$ cat src/design/ms_pkg.sv
// ----------------------------------------------------------------------------
// ms_pkg
// shared types of the merge sorter
// ----------------------------------------------------------------------------
package ms_pkg;

  localparam int unsigned KeyW = 64;

  typedef struct packed {
    logic [KeyW-1:0] key_in;
    logic            is_last;
  } ms_req_t;

  typedef struct packed {
    logic [KeyW-1:0] key_out;
    logic            last_out;
    logic            overflowed;
  } ms_res_t;

  typedef struct packed {
    logic            vld;
    logic [KeyW-1:0] key;
  } ms_slot_t;

endpackage

$ cat src/design/ms_cell.sv
// ----------------------------------------------------------------------------
// ms_cell
// one sorting cell: keeps the smaller key, hands the larger one to the right
// ----------------------------------------------------------------------------
module ms_cell
  import ms_pkg::*;
(
  input  logic     clk_i,
  input  logic     rst_ni,
  input  logic     shift_i,
  input  ms_slot_t ins_i,
  input  ms_slot_t nbr_i,
  output ms_slot_t hold_o,
  output ms_slot_t pass_o
);

  ms_slot_t held_q, held_d;
  ms_slot_t pass_q, pass_d;

  always_comb begin
    held_d = held_q;
    pass_d = '0;
    if (shift_i) begin
      held_d = nbr_i;
    end else if (ins_i.vld) begin
      if (!held_q.vld) begin
        held_d = ins_i;
      end else if (ins_i.key < held_q.key) begin
        held_d = ins_i;
        pass_d = held_q;
      end else begin
        pass_d = ins_i;
      end
    end
  end

  always_ff @(posedge clk_i or negedge rst_ni) begin
    if (!rst_ni) begin
      held_q <= '0;
      pass_q <= '0;
    end else begin
      held_q <= held_d;
      pass_q <= pass_d;
    end
  end

  assign hold_o = held_q;
  assign pass_o = pass_q;

endmodule

$ cat config.mk
export PLATFORM = sky130hd
export DESIGN_NAME = ms_cell
export DESIGN_NICKNAME = d
export VERILOG_FILES = /design/src/design/ms_pkg.sv /design/src/design/ms_cell.sv
export SDC_FILE = /design/constraint.sdc
export NUM_CORES = 1
export LEC_CHECK = 0
export ABC_CLOCK_PERIOD_IN_PS = 3800
export BUFFER_PORTS_ARGS = -buffer_cell sky130_fd_sc_hd__buf_2
export CORE_UTILIZATION = 56
export CTS_CLUSTER_SIZE = 24
export DETAILED_ROUTE_END_ITERATION = 8
export PLACE_DENSITY = 0.87
export SLEW_MARGIN = 20
export SYNTH_ARGS = -nofsm -noshare
export SYNTH_HDL_FRONTEND = slang
export SYNTH_SLANG_ARGS = --single-unit
$ cat constraint.sdc
create_clock -name clk_i -period 3.8 [get_ports clk_i]
set_input_delay 0.57 -clock clk_i [delete_from_list [all_inputs] [get_ports clk_i]]
set_output_delay 0.57 -clock clk_i [all_outputs]
set_load 0.02 [all_outputs]
==> Implementation_results.wiki <==
{| class="wikitable"
! Metric !! Value
|-
| Ordered cell list for the critical path || inv_1, ha_1, nand4_1, nor4_1, nor3b_2, o311ai_2, o211a_4, nor2_4, buf_4, a221oi_2
|-
| Classification of the worst setup path || register to register
|-
| Remaining antenna violation count || 0
|-
| Antenna fix cells || 0
|-
| Kind of end point of the critical path || register
|-
| Fin worst setup slack || 245 ps
|-
| Half-perimeter wire length of the detailed placement result || 16700 um
|-
| Share of layout cells above drive strength 1 || 33.6%
|-
| Final hold violation count || 0
|-
| P per Cell Area || 454 nW/um^2
|-
| Worst slack, placed || 56.4 ps
|-
| Data required time at the worst endpoint || 4090 ps
|-
| Most used flip-flop cell after synthesis || sky130_fd_sc_hd__dfrtp_1
|-
| Net count after synthesis || 1018
|-
| Clock sink count || 130
|-
| DRC errors left || 0
|-
| H-tree depth || 4
|-
| Vias in the first global route || 7527
|-
| Total track usage || 33.7%
|-
| Number of placed I/O pins || 263
|-
| TritonCTS clock tree || built
|-
| Hold WS || 203 ps
|-
| Worst relative slew slack || 35.2%
|-
| EDFF count, synth || 0
|-
| Maximum cell stage delay along the critical path || 760 ps
|-
| Cell count after synthesis || 822
|-
| Util after Layout || 70.8%
|-
| DR pass1 iterations || 5
|-
| Worst Max-Slew Pin Slew || 969 ps
|-
| RSZ-0062 raised after global routing || no
|-
| Wire length of the first global-routing pass || 37800 um
|-
| Seq/Total Area, Yosys || 41.2%
|-
| Number of buffer cells added on primary ports || 262
|-
| Die area || 14600 um^2
|-
| Final setup violation count || 0
|-
| Slowest library cell on the worst path || sky130_fd_sc_hd__nor2_4
|-
| Post-synthesis async set-or-reset flop share || 100%
|-
| Initial cell density of the core || 57.1%
|-
| Number of warnings printed during yosys synthesis || 0
|-
| Distinct cells, synth || 49
|-
| F_max || 281 MHz
|-
| Width of the die || 121 um
|-
| Static Leakage || 4.95 nW
|-
| Worst vdd rail ir drop || 0.288 mV
|-
| Fin crit share || 93.6%
|-
| GRT Residual Overflow || 0
|-
| Startpoint kind of the worst setup timing path || register
|-
| Worst Skew || 9.06 ps
|-
| Total standard cell area after synthesis || 7890 um^2
|-
| DR vias/cell || 6.21
|-
| Core outline area || 13800 um^2
|-
| Insertion delay of the later-clocked pin in the worst-skew pair || 420 ps
|-
| Status || finished clean
|-
| Height of the die || 121 um
|-
| Fin Setup TNS || 0 ps
|-
| Max FO, Critical Path || 25
|-
| Overall via count from detail_route || 7759
|-
| Tmin final || 3560 ps
|-
| Area growth from synthesis to final layout || 24.0%
|-
| Flop and latch count out of synthesis || 130
|-
| Arrival time at the worst endpoint || 3840 ps
|-
| Per-instance average area after synthesis || 9.60 um^2
|-
| Clock Tree Buf Depth || 2
|-
| Commonest cells after routing, fill and taps aside || sky130_fd_sc_hd__buf_2, sky130_fd_sc_hd__dfrtp_1, sky130_fd_sc_hd__nand2_1
|-
| Routability cong. || 0.919
|-
| Clock transition at the register clock pins on the worst setup and hold paths after CTS || 50 ps
|-
| Worst min path class || primary input to async pin
|-
| Drt initial violations || 601
|-
| Final Net Count || 1255
|-
| Max-cap check violation count || 0
|-
| Final routed wire length divided by cell count || 19.1 um
|-
| Number of placement rows || 43
|-
| Cts-stage hold buffer count || 0
|-
| CTS root buf || sky130_fd_sc_hd__clkbuf_16
|-
| Leading cell type in the layout, fill and taps excluded || sky130_fd_sc_hd__buf_2
|-
| Number of setup buffers added after CTS || 0
|-
| Pwr Total || 4.44 mW
|-
| Number of CTS-inserted buffers || 17
|-
| Antenna violations before repair || 0
|-
| Largest net degree at the start of global routing || 86
|-
| Wirelength, routed || 23900 um
|-
| Final max-slew violation count || 0
|-
| # resized after CTS || 0
|}
## routing by layer
layer / wire length, um / GRT usage [%] / up-vias / part of all wire [%]
li1: - / - / 3527 / -
met1: 9650 / 41.5 / 3726 / 40
met2: 11700 / 56.0 / 434 / 49
met3: 1750 / 6.89 / 72 / 7.3
met4: 799 / 16.6 / 0 / 3.3
met5: 0 / 0 / - / 0
## power breakdown
group / internal [mW] / switching [mW]
registers: 1.53 / 0.136
clock network: 0.871 / 0.579
logic: 0.460 / 0.863
## worst max-delay path, delay by kind of cell, from the launching register on
kind	cells	cell delay, ps
DFF	1	410
AOI/OAI and AO/OA	3	540
and+or+nand+nor	4	1700
adders and majority gates	1	310
buffers and inverters	2	440
## path summary, 6_finish.rpt
kind	from	to	slack (ps)	depth (start not counted)
setup / recovery	hold_o[46]	hold_o[23]	240	10
hold / removal	rst_ni	pass_o[58]	200	1
setup reg to reg	hold_o[46]	hold_o[23]	240	10
hold reg to reg	hold_o[49]	hold_o[49]	530	1
max in group asynchronous	rst_ni	hold_o[37]	2740	2
min in group clk_i	nbr_i[64]	hold_o[64]	380	3
## synth_stat cells, types with 11 or more instances
| library cell | instances | area (um^2) |
|---|---|---|
| sky130_fd_sc_hd__a21oi_1 | 50 | 250 |
| sky130_fd_sc_hd__a221oi_2 | 31 | 465 |
| sky130_fd_sc_hd__and3_1 | 27 | 169 |
| sky130_fd_sc_hd__buf_6 | 11 | 124 |
| sky130_fd_sc_hd__clkbuf_1 | 40 | 150 |
| sky130_fd_sc_hd__dfrtp_1 | 130 | 3250 |
| sky130_fd_sc_hd__ha_1 | 63 | 788 |
| sky130_fd_sc_hd__inv_1 | 65 | 244 |
| sky130_fd_sc_hd__nand2_1 | 80 | 300 |
| sky130_fd_sc_hd__nor2_1 | 46 | 173 |
| sky130_fd_sc_hd__o211ai_1 | 66 | 495 |
| sky130_fd_sc_hd__o21ai_0 | 70 | 350 |
| sky130_fd_sc_hd__o22ai_1 | 36 | 225 |
| sky130_fd_sc_hd__o2bb2ai_1 | 23 | 201 |
## registers in the layout (all words and copies together), names as in the netlist
| signal | flops |
|---|---|
| pass_o | 65 |
| hold_o | 65 |
## area by class of cell
cell class                      count  area (um^2)
Clock buffer                       24          482
Clock inverter                      6         32.5
Fill cell                        1082         4040
Inverter                           65          244
Multi-Input combinational cell    560         4030
Sequential cell                   130         3250
Tap cell                          180          225
Timing Repair Buffer              285         1520
## cells by family after synthesis
| logic type | after synthesis | share of synthesized area [%] |
|---|---|---|
| simple gates | 181 | 10.8 |
| flops | 130 | 41.2 |
| buf+inv | 132 | 7.84 |
| fa+ha+maj | 63 | 9.99 |
| compound gates | 316 | 30.2 |
## metrics by stage
step                instance area (um^2)  cells
global route                        9790   1250
global placement                    9270   1220
CTS                                 9790   1250
detailed placement                  9270   1220
finish                              9790   1250
floorplan                           7890    822
No activity file was read; power rests on OpenSTA's default activity.
